===== src/rtl/etok_pkg.sv =====
`timescale 1ns / 1ps
// Expression tokenizer package: word types, codes, character classes and helpers.
package etok_pkg;

	// Field widths of the result word
	localparam int TYPE_W = 4;
	localparam int POS_W  = 11;
	localparam int ERR_W  = 2;

	// Depth of the result queue
	localparam int OUTQ_DEPTH = 4;

	// Input word kinds
	localparam logic KIND_CHAR = 1'b0;
	localparam logic KIND_EOL  = 1'b1;

	// Token types
	localparam logic [TYPE_W-1:0] TT_END    = 4'd0;
	localparam logic [TYPE_W-1:0] TT_NUMBER = 4'd1;
	localparam logic [TYPE_W-1:0] TT_IDENT  = 4'd2;
	localparam logic [TYPE_W-1:0] TT_STRING = 4'd3;
	localparam logic [TYPE_W-1:0] TT_LPAREN = 4'd4;
	localparam logic [TYPE_W-1:0] TT_RPAREN = 4'd5;
	localparam logic [TYPE_W-1:0] TT_LBRACK = 4'd6;
	localparam logic [TYPE_W-1:0] TT_RBRACK = 4'd7;
	localparam logic [TYPE_W-1:0] TT_COMMA  = 4'd8;
	localparam logic [TYPE_W-1:0] TT_COLON  = 4'd9;
	localparam logic [TYPE_W-1:0] TT_EQUAL  = 4'd10;
	localparam logic [TYPE_W-1:0] TT_OPER   = 4'd11;
	localparam logic [TYPE_W-1:0] TT_ERROR  = 4'd12;

	// Error codes
	localparam logic [ERR_W-1:0] ERR_NONE    = 2'd0;
	localparam logic [ERR_W-1:0] ERR_UNTERM  = 2'd1;
	localparam logic [ERR_W-1:0] ERR_TOOLONG = 2'd2;

	// Characters with a role of their own
	localparam logic [7:0] CH_QUOTE  = 8'h22;
	localparam logic [7:0] CH_BSLASH = 8'h5c;
	localparam logic [7:0] CH_DOT    = 8'h2e;
	localparam logic [7:0] CH_ZERO   = 8'h30;
	localparam logic [7:0] CH_LPAREN = 8'h28;
	localparam logic [7:0] CH_RPAREN = 8'h29;
	localparam logic [7:0] CH_LBRACK = 8'h5b;
	localparam logic [7:0] CH_RBRACK = 8'h5d;
	localparam logic [7:0] CH_COMMA  = 8'h2c;
	localparam logic [7:0] CH_COLON  = 8'h3a;
	localparam logic [7:0] CH_EQ     = 8'h3d;
	localparam logic [7:0] CH_BANG   = 8'h21;
	localparam logic [7:0] CH_LT     = 8'h3c;
	localparam logic [7:0] CH_GT     = 8'h3e;
	localparam logic [7:0] CH_AMP    = 8'h26;
	localparam logic [7:0] CH_BAR    = 8'h7c;
	localparam logic [7:0] CH_PLUS   = 8'h2b;
	localparam logic [7:0] CH_MINUS  = 8'h2d;
	localparam logic [7:0] CH_LC_X   = 8'h78;
	localparam logic [7:0] CH_UC_X   = 8'h58;
	localparam logic [7:0] CH_LC_B   = 8'h62;
	localparam logic [7:0] CH_UC_B   = 8'h42;
	localparam logic [7:0] CH_LC_O   = 8'h6f;
	localparam logic [7:0] CH_UC_O   = 8'h4f;
	localparam logic [7:0] CH_LC_E   = 8'h65;
	localparam logic [7:0] CH_UC_E   = 8'h45;
	localparam logic [7:0] CH_LC_I   = 8'h69;
	localparam logic [7:0] CH_UNDER  = 8'h5f;

	// Scanner modes
	typedef enum logic [11:0] {
		M_IDLE   = 12'b0000_0000_0001,
		M_IDENT  = 12'b0000_0000_0010,
		M_ZERO   = 12'b0000_0000_0100,
		M_INT    = 12'b0000_0000_1000,
		M_FRAC   = 12'b0000_0001_0000,
		M_EXP    = 12'b0000_0010_0000,
		M_EXPD   = 12'b0000_0100_0000,
		M_HEX    = 12'b0000_1000_0000,
		M_STR    = 12'b0001_0000_0000,
		M_STRESC = 12'b0010_0000_0000,
		M_DOT    = 12'b0100_0000_0000,
		M_OP     = 12'b1000_0000_0000
	} scan_mode_t;

	// Input word
	typedef struct packed {
		logic       kind;
		logic [7:0] ch;
	} in_word_t;

	// Result word
	typedef struct packed {
		logic [TYPE_W-1:0] token_type;
		logic [POS_W-1:0]  token_start;
		logic [POS_W-1:0]  token_length;
		logic [ERR_W-1:0]  error_code;
		logic              line_done;
		logic              run_last;
	} out_word_t;

	// Up to two results caused by one input word
	typedef struct packed {
		logic [1:0] count;
		out_word_t  w0;
		out_word_t  w1;
	} res_pair_t;

	function automatic logic is_space(input logic [7:0] c);
		return (c == 8'd32) || (c >= 8'd9 && c <= 8'd13);
	endfunction

	function automatic logic is_digit(input logic [7:0] c);
		return (c >= 8'h30) && (c <= 8'h39);
	endfunction

	function automatic logic is_alpha(input logic [7:0] c);
		return (c >= 8'h41 && c <= 8'h5a) || (c >= 8'h61 && c <= 8'h7a);
	endfunction

	function automatic logic is_xdigit(input logic [7:0] c);
		return is_digit(c) || (c >= 8'h41 && c <= 8'h46) || (c >= 8'h61 && c <= 8'h66);
	endfunction

	function automatic logic is_id_start(input logic [7:0] c);
		return is_alpha(c) || (c == CH_UNDER);
	endfunction

	function automatic logic is_id_cont(input logic [7:0] c);
		return is_id_start(c) || is_digit(c);
	endfunction

	function automatic out_word_t mk_word(input logic [TYPE_W-1:0] t,
			input logic [POS_W-1:0] start, input logic [POS_W-1:0] len,
			input logic [ERR_W-1:0] err, input logic done);
		out_word_t w;
		w.token_type   = t;
		w.token_start  = start;
		w.token_length = len;
		w.error_code   = err;
		w.line_done    = done;
		w.run_last     = 1'b0;
		return w;
	endfunction

endpackage


===== src/rtl/etok_lexer.sv =====
`timescale 1ns / 1ps
// Scanner: line state registers and the per-character token logic.
module etok_lexer #(
	parameter int MAX_LINE_LEN = 1024
) (
	input  logic              clk,
	input  logic              arst_n,
	input  logic              take,
	input  etok_pkg::in_word_t item,
	output etok_pkg::res_pair_t res
);

	localparam int PW = $clog2(MAX_LINE_LEN + 1);
	localparam logic [PW-1:0] LINE_MAX = PW'(MAX_LINE_LEN);
	localparam logic [etok_pkg::POS_W-1:0] LEN_MAX_OUT = etok_pkg::POS_W'(MAX_LINE_LEN);

	etok_pkg::scan_mode_t mode_q, mode_d;
	logic [PW-1:0] beg_q, beg_d;
	logic [PW-1:0] pos_q, pos_d;
	logic [7:0]    held_q, held_d;
	logic          ovf_q, ovf_d;

	// Candidate results
	logic                 cl_v, bg_v, a_v, b_v, fall;
	etok_pkg::out_word_t  cl_r, bg_r, a_r, b_r;
	etok_pkg::scan_mode_t bg_mode;
	logic [PW-1:0]        bg_beg;
	logic [7:0]           bg_held;
	logic [7:0]           c;
	logic [etok_pkg::POS_W-1:0] pos_o, beg_o, len_open, len_incl;

	assign c        = item.ch;
	assign pos_o    = etok_pkg::POS_W'(pos_q);
	assign beg_o    = etok_pkg::POS_W'(beg_q);
	assign len_open = etok_pkg::POS_W'(pos_q - beg_q);
	assign len_incl = etok_pkg::POS_W'(pos_q + PW'(1) - beg_q);

	// Token closed by the current position
	always_comb begin
		cl_v = 1'b1;
		cl_r = etok_pkg::mk_word(etok_pkg::TT_IDENT, beg_o, len_open,
			etok_pkg::ERR_NONE, 1'b0);
		case (mode_q)
			etok_pkg::M_IDENT: begin
				cl_r.token_type = etok_pkg::TT_IDENT;
			end
			etok_pkg::M_ZERO, etok_pkg::M_INT, etok_pkg::M_FRAC,
			etok_pkg::M_EXP, etok_pkg::M_EXPD, etok_pkg::M_HEX: begin
				cl_r.token_type = etok_pkg::TT_NUMBER;
			end
			etok_pkg::M_DOT: begin
				cl_r.token_type   = etok_pkg::TT_OPER;
				cl_r.token_length = etok_pkg::POS_W'(1);
			end
			etok_pkg::M_OP: begin
				cl_r.token_type   = (held_q == etok_pkg::CH_EQ) ?
					etok_pkg::TT_EQUAL : etok_pkg::TT_OPER;
				cl_r.token_length = etok_pkg::POS_W'(1);
			end
			default: begin
				cl_v = 1'b0;
			end
		endcase
	end

	// Token opened by the current character
	always_comb begin
		bg_v    = 1'b0;
		bg_r    = etok_pkg::mk_word(etok_pkg::TT_OPER, pos_o, etok_pkg::POS_W'(1),
			etok_pkg::ERR_NONE, 1'b0);
		bg_mode = etok_pkg::M_IDLE;
		bg_beg  = pos_q;
		bg_held = held_q;
		if (etok_pkg::is_space(c)) begin
			bg_beg = beg_q;
		end else if (c == etok_pkg::CH_QUOTE) begin
			bg_mode = etok_pkg::M_STR;
		end else if (etok_pkg::is_digit(c)) begin
			bg_mode = (c == etok_pkg::CH_ZERO) ? etok_pkg::M_ZERO : etok_pkg::M_INT;
		end else if (c == etok_pkg::CH_DOT) begin
			bg_mode = etok_pkg::M_DOT;
		end else if (etok_pkg::is_id_start(c)) begin
			bg_mode = etok_pkg::M_IDENT;
		end else begin
			case (c)
				etok_pkg::CH_LPAREN: begin
					bg_v = 1'b1;
					bg_r.token_type = etok_pkg::TT_LPAREN;
				end
				etok_pkg::CH_RPAREN: begin
					bg_v = 1'b1;
					bg_r.token_type = etok_pkg::TT_RPAREN;
				end
				etok_pkg::CH_LBRACK: begin
					bg_v = 1'b1;
					bg_r.token_type = etok_pkg::TT_LBRACK;
				end
				etok_pkg::CH_RBRACK: begin
					bg_v = 1'b1;
					bg_r.token_type = etok_pkg::TT_RBRACK;
				end
				etok_pkg::CH_COMMA: begin
					bg_v = 1'b1;
					bg_r.token_type = etok_pkg::TT_COMMA;
				end
				etok_pkg::CH_COLON: begin
					bg_v = 1'b1;
					bg_r.token_type = etok_pkg::TT_COLON;
				end
				etok_pkg::CH_EQ, etok_pkg::CH_BANG, etok_pkg::CH_LT,
				etok_pkg::CH_GT, etok_pkg::CH_AMP, etok_pkg::CH_BAR: begin
					bg_held = c;
					bg_mode = etok_pkg::M_OP;
				end
				default: begin
					bg_v = 1'b1;
				end
			endcase
		end
	end

	// Mode update and result selection
	always_comb begin
		mode_d = mode_q;
		beg_d  = beg_q;
		pos_d  = pos_q;
		held_d = held_q;
		ovf_d  = ovf_q;
		a_v    = 1'b0;
		b_v    = 1'b0;
		a_r    = etok_pkg::mk_word(etok_pkg::TT_NUMBER, beg_o, len_incl,
			etok_pkg::ERR_NONE, 1'b0);
		b_r    = a_r;
		fall   = 1'b0;
		if (item.kind == etok_pkg::KIND_CHAR) begin
			if (ovf_q) begin
				// rest of an over-length line is dropped
			end else if (pos_q == LINE_MAX) begin
				ovf_d  = 1'b1;
				mode_d = etok_pkg::M_IDLE;
			end else begin
				pos_d = pos_q + PW'(1);
				case (mode_q)
					etok_pkg::M_STR: begin
						if (c == etok_pkg::CH_BSLASH) begin
							mode_d = etok_pkg::M_STRESC;
						end else if (c == etok_pkg::CH_QUOTE) begin
							a_v    = 1'b1;
							a_r.token_type = etok_pkg::TT_STRING;
							mode_d = etok_pkg::M_IDLE;
						end
					end
					etok_pkg::M_STRESC: begin
						mode_d = etok_pkg::M_STR;
					end
					etok_pkg::M_IDENT: begin
						fall = !etok_pkg::is_id_cont(c);
					end
					etok_pkg::M_ZERO, etok_pkg::M_INT: begin
						if (mode_q == etok_pkg::M_ZERO &&
								(c == etok_pkg::CH_LC_X || c == etok_pkg::CH_UC_X ||
								 c == etok_pkg::CH_LC_B || c == etok_pkg::CH_UC_B ||
								 c == etok_pkg::CH_LC_O || c == etok_pkg::CH_UC_O)) begin
							mode_d = etok_pkg::M_HEX;
						end else if (etok_pkg::is_digit(c)) begin
							mode_d = etok_pkg::M_INT;
						end else if (c == etok_pkg::CH_DOT) begin
							mode_d = etok_pkg::M_FRAC;
						end else if (c == etok_pkg::CH_LC_E || c == etok_pkg::CH_UC_E) begin
							mode_d = etok_pkg::M_EXP;
						end else if (c == etok_pkg::CH_LC_I) begin
							a_v    = 1'b1;
							mode_d = etok_pkg::M_IDLE;
						end else begin
							fall = 1'b1;
						end
					end
					etok_pkg::M_FRAC: begin
						if (etok_pkg::is_digit(c)) begin
							mode_d = etok_pkg::M_FRAC;
						end else if (c == etok_pkg::CH_LC_E || c == etok_pkg::CH_UC_E) begin
							mode_d = etok_pkg::M_EXP;
						end else if (c == etok_pkg::CH_LC_I) begin
							a_v    = 1'b1;
							mode_d = etok_pkg::M_IDLE;
						end else begin
							fall = 1'b1;
						end
					end
					etok_pkg::M_EXP: begin
						if (c == etok_pkg::CH_PLUS || c == etok_pkg::CH_MINUS ||
								etok_pkg::is_digit(c)) begin
							mode_d = etok_pkg::M_EXPD;
						end else if (c == etok_pkg::CH_LC_I) begin
							a_v    = 1'b1;
							mode_d = etok_pkg::M_IDLE;
						end else begin
							fall = 1'b1;
						end
					end
					etok_pkg::M_EXPD: begin
						if (c == etok_pkg::CH_LC_I) begin
							a_v    = 1'b1;
							mode_d = etok_pkg::M_IDLE;
						end else begin
							fall = !etok_pkg::is_digit(c);
						end
					end
					etok_pkg::M_HEX: begin
						fall = !etok_pkg::is_xdigit(c);
					end
					etok_pkg::M_DOT: begin
						if (etok_pkg::is_digit(c)) begin
							mode_d = etok_pkg::M_FRAC;
						end else begin
							fall = 1'b1;
						end
					end
					etok_pkg::M_OP: begin
						if ((c == etok_pkg::CH_EQ && (held_q == etok_pkg::CH_EQ ||
								held_q == etok_pkg::CH_BANG || held_q == etok_pkg::CH_LT ||
								held_q == etok_pkg::CH_GT)) ||
								(c == etok_pkg::CH_AMP && held_q == etok_pkg::CH_AMP) ||
								(c == etok_pkg::CH_BAR && held_q == etok_pkg::CH_BAR)) begin
							a_v    = 1'b1;
							a_r.token_type   = etok_pkg::TT_OPER;
							a_r.token_length = etok_pkg::POS_W'(2);
							mode_d = etok_pkg::M_IDLE;
						end else begin
							fall = 1'b1;
						end
					end
					default: begin
						fall = 1'b1;
					end
				endcase
				// close whatever is open, then start on this character
				if (fall) begin
					a_v    = cl_v;
					a_r    = cl_r;
					b_v    = bg_v;
					b_r    = bg_r;
					mode_d = bg_mode;
					beg_d  = bg_beg;
					held_d = bg_held;
				end
			end
		end else begin
			// end of line: error, or flush plus end word; line state starts afresh
			if (ovf_q) begin
				a_v = 1'b1;
				a_r = etok_pkg::mk_word(etok_pkg::TT_ERROR, '0, LEN_MAX_OUT,
					etok_pkg::ERR_TOOLONG, 1'b1);
			end else if (mode_q == etok_pkg::M_STR || mode_q == etok_pkg::M_STRESC) begin
				a_v = 1'b1;
				a_r = etok_pkg::mk_word(etok_pkg::TT_ERROR, beg_o, len_open,
					etok_pkg::ERR_UNTERM, 1'b1);
			end else begin
				a_v = cl_v;
				a_r = cl_r;
				b_v = 1'b1;
				b_r = etok_pkg::mk_word(etok_pkg::TT_END, pos_o, '0,
					etok_pkg::ERR_NONE, 1'b1);
			end
			mode_d = etok_pkg::M_IDLE;
			beg_d  = '0;
			pos_d  = '0;
			held_d = '0;
			ovf_d  = 1'b0;
		end
	end

	// Pack results in order and mark the last one
	always_comb begin
		res.w0 = a_v ? a_r : b_r;
		res.w1 = b_r;
		if (a_v && b_v) begin
			res.count = 2'd2;
			res.w1.run_last = 1'b1;
		end else begin
			res.count = (a_v || b_v) ? 2'd1 : 2'd0;
			res.w0.run_last = 1'b1;
		end
	end

	// Line state
	always_ff @(posedge clk or negedge arst_n) begin
		if (!arst_n) begin
			mode_q <= etok_pkg::M_IDLE;
			beg_q  <= '0;
			pos_q  <= '0;
			held_q <= '0;
			ovf_q  <= 1'b0;
		end else if (take) begin
			mode_q <= mode_d;
			beg_q  <= beg_d;
			pos_q  <= pos_d;
			held_q <= held_d;
			ovf_q  <= ovf_d;
		end
	end

endmodule


===== src/rtl/etok_outq.sv =====
`timescale 1ns / 1ps
// Result queue: takes up to two words a cycle, hands out one word a cycle while token_ready is high.
module etok_outq (
	input  logic                clk,
	input  logic                arst_n,
	input  logic                push,
	input  etok_pkg::res_pair_t res,
	output logic                room,
	output logic                token_valid,
	input  logic                token_ready,
	output etok_pkg::out_word_t token
);

	localparam int AW = $clog2(etok_pkg::OUTQ_DEPTH);
	localparam int CW = $clog2(etok_pkg::OUTQ_DEPTH + 1);

	etok_pkg::out_word_t q_q [etok_pkg::OUTQ_DEPTH];
	logic [AW-1:0] wp_q, rp_q;
	logic [CW-1:0] cnt_q;
	logic [1:0]    push_n;
	logic          pop;

	assign push_n      = push ? res.count : 2'd0;
	assign pop         = token_valid && token_ready;
	assign token_valid = (cnt_q != '0);
	assign token       = q_q[rp_q];
	// space for a full pair whatever leaves this cycle
	assign room        = (cnt_q <= CW'(etok_pkg::OUTQ_DEPTH - 2));

	// Storage
	always_ff @(posedge clk) begin
		if (push_n != 2'd0) begin
			q_q[wp_q] <= res.w0;
		end
		if (push_n == 2'd2) begin
			q_q[wp_q + AW'(1)] <= res.w1;
		end
	end

	// Pointers and fill count
	always_ff @(posedge clk or negedge arst_n) begin
		if (!arst_n) begin
			wp_q  <= '0;
			rp_q  <= '0;
			cnt_q <= '0;
		end else begin
			wp_q  <= wp_q + AW'(push_n);
			rp_q  <= rp_q + AW'(pop);
			cnt_q <= cnt_q + CW'(push_n) - CW'(pop);
		end
	end

endmodule


===== src/rtl/expression_tokenizer.sv =====
`timescale 1ns / 1ps
// Expression tokenizer top level: input register, scanner and result queue.
//
//  channel | signals                          | word
//  --------+----------------------------------+--------------------------------
//  item    | item_valid, item_ready, item     | kind, ch (one byte or end of line)
//  token   | token_valid, token_ready, token  | type, start, length, error, flags
//
// One word is taken per cycle while item_ready is high; a byte passes the input
// register before the queue. A word gives zero, one or two tokens; the queue drains
// one token per cycle while token_ready is high, which limits runs of two-token words.
// item_ready drops only when the four-entry result queue holds more than two tokens.
// Reset clears the line state, the input register and the queue.
module expression_tokenizer #(
	parameter int MAX_LINE_LEN = 1024
) (
	input  logic                clk,
	input  logic                arst_n,
	input  logic                item_valid,
	output logic                item_ready,
	input  etok_pkg::in_word_t  item,
	output logic                token_valid,
	input  logic                token_ready,
	output etok_pkg::out_word_t token
);

	logic                valid_s1;
	etok_pkg::in_word_t  item_s1;
	logic                room;
	logic                adv;
	etok_pkg::res_pair_t res;

	assign adv        = valid_s1 && room;
	assign item_ready = !valid_s1 || adv;

	// Input register
	always_ff @(posedge clk or negedge arst_n) begin
		if (!arst_n) begin
			valid_s1 <= 1'b0;
		end else if (item_ready) begin
			valid_s1 <= item_valid;
		end
	end

	always_ff @(posedge clk) begin
		if (item_ready && item_valid) begin
			item_s1 <= item;
		end
	end

	etok_lexer #(
		.MAX_LINE_LEN(MAX_LINE_LEN)
	) u_lexer (
		.clk   (clk),
		.arst_n(arst_n),
		.take  (adv),
		.item  (item_s1),
		.res   (res)
	);

	etok_outq u_outq (
		.clk        (clk),
		.arst_n     (arst_n),
		.push       (adv),
		.res        (res),
		.room       (room),
		.token_valid(token_valid),
		.token_ready(token_ready),
		.token      (token)
	);

endmodule


===== config.mk =====
export PLATFORM = sky130hd
export DESIGN_NAME = expression_tokenizer
export DESIGN_NICKNAME = d
export VERILOG_FILES = /design/src/rtl/etok_pkg.sv /design/src/rtl/etok_lexer.sv /design/src/rtl/etok_outq.sv /design/src/rtl/expression_tokenizer.sv
export SDC_FILE = /design/constraint.sdc
export NUM_CORES = 1
export LEC_CHECK = 0
export BUFFER_PORTS_ARGS = -buffer_cell sky130_fd_sc_hd__buf_2
export CAP_MARGIN = 20
export CELL_PAD_IN_SITES_DETAIL_PLACEMENT = 1
export CELL_PAD_IN_SITES_GLOBAL_PLACEMENT = 1
export CORE_MARGIN = 2
export CORE_UTILIZATION = 55
export CTS_CLUSTER_SIZE = 28
export DETAILED_ROUTE_END_ITERATION = 8
export PLACE_DENSITY_LB_ADDON = 0.05
export REMOVE_ABC_BUFFERS = 1
export SLEW_MARGIN = 0
export SYNTH_ARGS = -nofsm -noshare
export SYNTH_HDL_FRONTEND = slang
export SYNTH_HIERARCHICAL = 1
export SYNTH_SLANG_ARGS = --single-unit
export TNS_END_PERCENT = 30

===== constraint.sdc =====
create_clock -name clk -period 14.7 [get_ports clk]
set_input_delay 2.94 -clock clk [delete_from_list [all_inputs] [get_ports clk]]
set_output_delay 2.94 -clock clk [all_outputs]
set_load 0.05 [all_outputs]

* After elaboration in Yosys (flattened, before gate mapping) *
Memory sizes are Yosys's and may differ from the RTL's.
Cells that the tools add are included.

cells by class
  add/subtract/negate cells = 8
  divide/modulo/power cells = 0
  bitwise gates (word level) = 0
  multipliers = 0
  shift operators = 0
  $lt $le $gt $ge = 11
  equality and inequality tests = 58
  multiplexer cells = 125
  reduce and logical (&&, ||, !) cells = 55

operators with widths
  operator              number
  $mux 30               12
  $mux 12               21
  $eq 8x6->1 const B    20
  $mux 11               11
  $eq 8x7->1 const B    15
  $pmux 12 s8           1
  $mux 8                10
  $mux 1                53
  $le 8x7->1 const B    4
  $mux 4                8
  $mux 27               1
  $pmux 4 s6            1
  $logic_or 1x1->1      22
  $sub 11x11->11        2
  $ge 8x7->1 const B    2
  $logic_and 1x1->1     14
  $ne 2x2->1 const B    7
  $eq 12x10->1 const B  1
  $eq 12x11->1 const B  1
  $eq 12x12->1 const B  1
  $eq 12x2->1 const B   1
  $eq 12x3->1 const B   1
  $eq 12x4->1 const B   1
  $eq 12x5->1 const B   1
  35 further kinds      46

word-level totals
  output and inout port bits = 32
  register bits = 60
  word-level logic and storage cells = 269
  memories = 1
  bits of input ports = 13
  memory bits (read-only) = 0
  latch bits = 0
  bits in writable memories = 120

memory list
  name        depth  width  read ports  clocked after Yosys merged registers in  write ports  RTL line         source
  u_outq.q_q  4      30     1           0                                        2            etok_outq.sv:17  etok_pkg::out_word_t q_q [etok_pkg::OUTQ_DEPTH];

* Longest topological paths before layout *
  word-level depth = 23
  mapped depth = 19
  gate-level depth less buffers = 15

* Hierarchy *
Netlist, hierarchy kept.

modules (own cells, without submodules)
  module                area an instance (µm²)  instances  cells an instance  seq. area each (µm²)
  etok_outq             6198.4                  1          337                3778.6
  etok_lexer            5097.4                  1          669                1077.3
  expression_tokenizer  330.3                   1          14                 295.3

* Worst setup path after synthesis *
Ideal clock, no wire load.

  path type = register -> register
  start = register u_lexer.mode_q[9]
  end = memory u_outq/q_q[1][0] in the netlist's numbering (enable)
  library setup time = 417 ps
  stages on the path, launching flop included = 15
  path slack = 9895 ps
  data arrival time = 4388 ps
  data required time = 14283 ps
  buffers on the path = 2
  clock period less this slack = 4805 ps
  cells stage by stage = dfrtp_1 buf_2 or4_4 or2_1 nor4_2 a31o_2 a2111oi_4 buf_6 nor2_1 nand2_1 o31ai_1 ha_1 mux2_2 nand2_1 nor2_1

RTL lines
  item                      RTL line           source
  start: declaration        etok_lexer.sv:17   etok_pkg::scan_mode_t mode_q, mode_d;
  start signal: assignment  etok_lexer.sv:289  mode_q <= etok_pkg::M_IDLE;
  start signal: assignment  etok_lexer.sv:295  mode_q <= mode_d;
  end: declaration          etok_outq.sv:17

==> impl_metrics.env <==
export IMPL_power_frac_seq_pct=29.2
export IMPL_pwr_share_clk_pct=16.6
export IMPL_dr_total_vias=8636
export IMPL_p_int_uw=1520
export IMPL_r2r_end="u_outq/q_q[3][16]"
export IMPL_wl_per_cell_um=25.0
export IMPL_via_per_inst=6.54
export IMPL_critPathCapture="u_outq/q_q[3][16]"
export IMPL_endpoint_kind="flip-flop"
export IMPL_io_buffers=44
export IMPL_area_growth_pct=8.01
export IMPL_hp_class="reg2reg"
export IMPL_hpwl_um=22400
export IMPL_final_nets=1075
export IMPL_die_width_um=149
export IMPL_ctsHoldBuffers=0
export IMPL_rsz0062_at_grt="no"
export IMPL_synthTopCellsByArea="edfxtp_1, mux2_2, dfrtp_1"
export IMPL_crit_path_start_kind="flip-flop"
export IMPL_setup_viol_count_final=0
export IMPL_synth_seq_cells=180
export IMPL_clockBufferDepth=2
export IMPL_min_period_over_period_pct=36.9
export IMPL_crit_start="item_s1[3]"
export IMPL_p_comb_share_pct=54.2
export IMPL_p_leak_uw=0.00477
export IMPL_postSynth_asyncResetShare_pct=28.3
export IMPL_gr_total_overflow=0
export IMPL_hold_viol=0
export IMPL_drt_iter0_markers=523
export IMPL_r2r_slack_ps=9280
export IMPL_status="finished, final reports clean"
export IMPL_htree_num_levels=4
export IMPL_clock_sinks=180
export IMPL_synth_edf_count=129
export IMPL_drt_pass1_iter_count=5
export IMPL_required_ps=14880
export IMPL_netlist_area_leader_share_pct=33.3
export IMPL_postCtsSetupBuffers=0
export IMPL_grt_pass1_vias=9146
export IMPL_core_area_um2=20900
export IMPL_nFillCells=2185
export IMPL_worst_slew_pin_slew_ps=1060
export IMPL_relSlewSlack_pct=28.7
export IMPL_cap_violations=0
export IMPL_fin_crit_ps=5420
export IMPL_die_area_um2=22300
export IMPL_yosysTopAreaCell="edfxtp_1"
export IMPL_synth_top_flop_cell="edfxtp_1"
export IMPL_ir_drop_mv=0.143
export IMPL_track_usage_pct=30.4
export IMPL_r2r_cells=11
export IMPL_cts_buffers=17
export IMPL_tns_ps=0
export IMPL_antenna_left=0
export IMPL_max_clock_freq_ghz=0.185
export IMPL_layout_drive_gt1_share_pct=27.0
export IMPL_utilization_pct=60.1
export IMPL_grt_pass1_wl_um=51600
export IMPL_swShare_pct=45.3
export IMPL_dpl_cell_area_um2=12000
export IMPL_worst_skew_pair_late_latency_ps=440
export IMPL_synth_warning_count=6
export IMPL_drc_errors=0
export IMPL_synth_distinct_cells=98
export IMPL_synth_area_per_cell_um2=11.4
export IMPL_drt_total_wl_um=33000
export IMPL_initial_core_util_pct=55.7
export IMPL_antenna_found_initial=0
export IMPL_cts_tree="built"
export IMPL_clk_pin_slew_ps=80
export IMPL_io_pins=45
export IMPL_syn_area_um2=11600
export IMPL_fin_skew_ps=17.7
export IMPL_stdcell_area_um2=12600
export IMPL_num_rows=53
export IMPL_netlist_instances=1020
export IMPL_p_switching_uw=1260
export IMPL_r2r_start="item_s1[3]"
export IMPL_cp_arrival_ps=5600
export IMPL_fin_ws_ps=9280
export IMPL_ys_seq_area_share_pct=44.3
export IMPL_maxSlewViolCount=0
export IMPL_gp_congestion=0.887
export IMPL_critical_path_max_fanout=23
export IMPL_die_h_um=149
export IMPL_antenna_cells=0
export IMPL_preCtsSetupSlack_ps=9410
export IMPL_cts_resized=0
export IMPL_ctsRootBufferMaster="clkbuf_16"
export IMPL_grt_max_degree=52
export IMPL_power_density_nw_per_um2=222
export IMPL_critical_path_class="reg2reg"
==> logic make-up after synthesis <==
family                   count (synthesis)  synth area share [%]
XOR/XNOR                                41                  3.09
adder cells (fa/ha/maj)                 29                  3.31
buffers and inverters                  111                  4.32
other                                    1                0.0323
flip-flops                             180                  44.3
AND/OR/NAND/NOR                        293                  13.8
AO/OA/AOI/OAI                          196                  12.0
multiplexers                           169                  19.1
==> cell usage in the layout (no fill, tap or decap), types with 28 or more instances in the layout <==
| master | n |
|---|---|
| edfxtp_1 | 129 |
| mux2_2 | 125 |
| nand2_1 | 73 |
| inv_1 | 49 |
| dfrtp_1 | 49 |
| nor2_1 | 48 |
| buf_2 | 44 |
| a21oi_1 | 30 |
| mux4_2 | 30 |
| o21ai_0 | 28 |
==> critical path, stage by stage, from the launching register on <==
cell	delay (ps)
edfxtp_1	780
or4bb_1	560
nor4_1	500
o41ai_2	220
a2111oi_4	370
a21o_1	520
inv_2	210
ha_1	400
nand3b_1	290
nor2_2	430
buf_4	440
mux2_2	390
==> power groups by stage <==
stage | clock network, µW | registers (µW) | logic, µW
2_1_floorplan | 0 | 820 | 1080
3_3_place_gp | 0 | 813 | 1420
3_5_place_dp | 0 | 822 | 1460
4_1_cts | 469 | 813 | 1490
5_1_grt | 486 | 827 | 1610
6_report | 461 | 813 | 1510
==> stage by stage <==
step	power [µW]	std cells	hold slack [ps]
6_report	2780	1321	542
2_1_floorplan	1900	960	482
3_5_place_dp	2290	1288	526
5_1_grt	2920	1321	580
4_1_cts	2770	1320	542
3_3_place_gp	2240	1288	520
==> worst min-delay path by stage <==
stage                       from                end  slack, ps  depth (start not counted)
6_report         u_outq/cnt_q[2]    u_outq/cnt_q[2]        540                          1
2_1_floorplan    u_outq/cnt_q[2]    u_outq/cnt_q[2]        480                          1
4_1_cts        u_lexer/held_q[7]  u_lexer/held_q[7]        540                          1
5_1_grt        u_lexer/held_q[7]  u_lexer/held_q[7]        580                          1
3_3_place_gp     u_outq/cnt_q[2]    u_outq/cnt_q[2]        520                          1
3_5_place_dp   u_lexer/held_q[7]  u_lexer/held_q[7]        530                          1
==> flip-flops by register name, indices dropped and copies added (netlist names) <==
register	count
u_lexer/ovf_q	1
u_lexer/held_q	8
u_lexer/mode_q	12
u_lexer/pos_o	11
valid_s1	1
u_outq/cnt_q	3
item_s1	9
u_outq/q_q	120
u_lexer/beg_o	11
u_outq/rp_q	2
u_outq/wp_q	2
==> final cells by class <==
class | instances | area [µm²] | share of cell area (%)
multi-input combinational | 730 | 5990 | 47.7
timing repair buffer | 54 | 308 | 2.45
tap | 275 | 344 | 2.74
inverter | 50 | 188 | 1.49
sequential | 180 | 5150 | 41.0
clock buffer | 18 | 429 | 3.42
clock inverter | 14 | 144 | 1.15
==> synthesized netlist by cell type (all sizes together), types with 4 or more instances <==
cell type,instances
or2,5
and3,15
xnor2,20
o21ai,45
mux2i,12
nand2b,12
o32a,7
nand4,15
clkbuf,24
buf,37
o21a,7
a22o,19
a31oi,9
nor2,53
o211ai,6
a2bb2oi,5
mux4,30
nor4,18
nor4b,4
o22ai,16
dfrtp,50
xor2,21
edfxtp,129
and2,10
mux2,127
ha,26
nor3,24
nand2,74
inv,50
a21oi,32
or3,6
nor2b,8
nand3,25
or4,5
or3b,4
a21o,5
o221ai,4
==> layer usage <==
layer | GRT usage (%) | wire, µm | vias up
met4 | 10.2 | 752 | 0
met3 | 3.85 | 1020 | 52
met5 | 0 | 0 | -
li1 | - | - | 3924
met1 | 38.5 | 13900 | 4440
met2 | 54.0 | 17300 | 220
(Power assumes the default switching activity.)
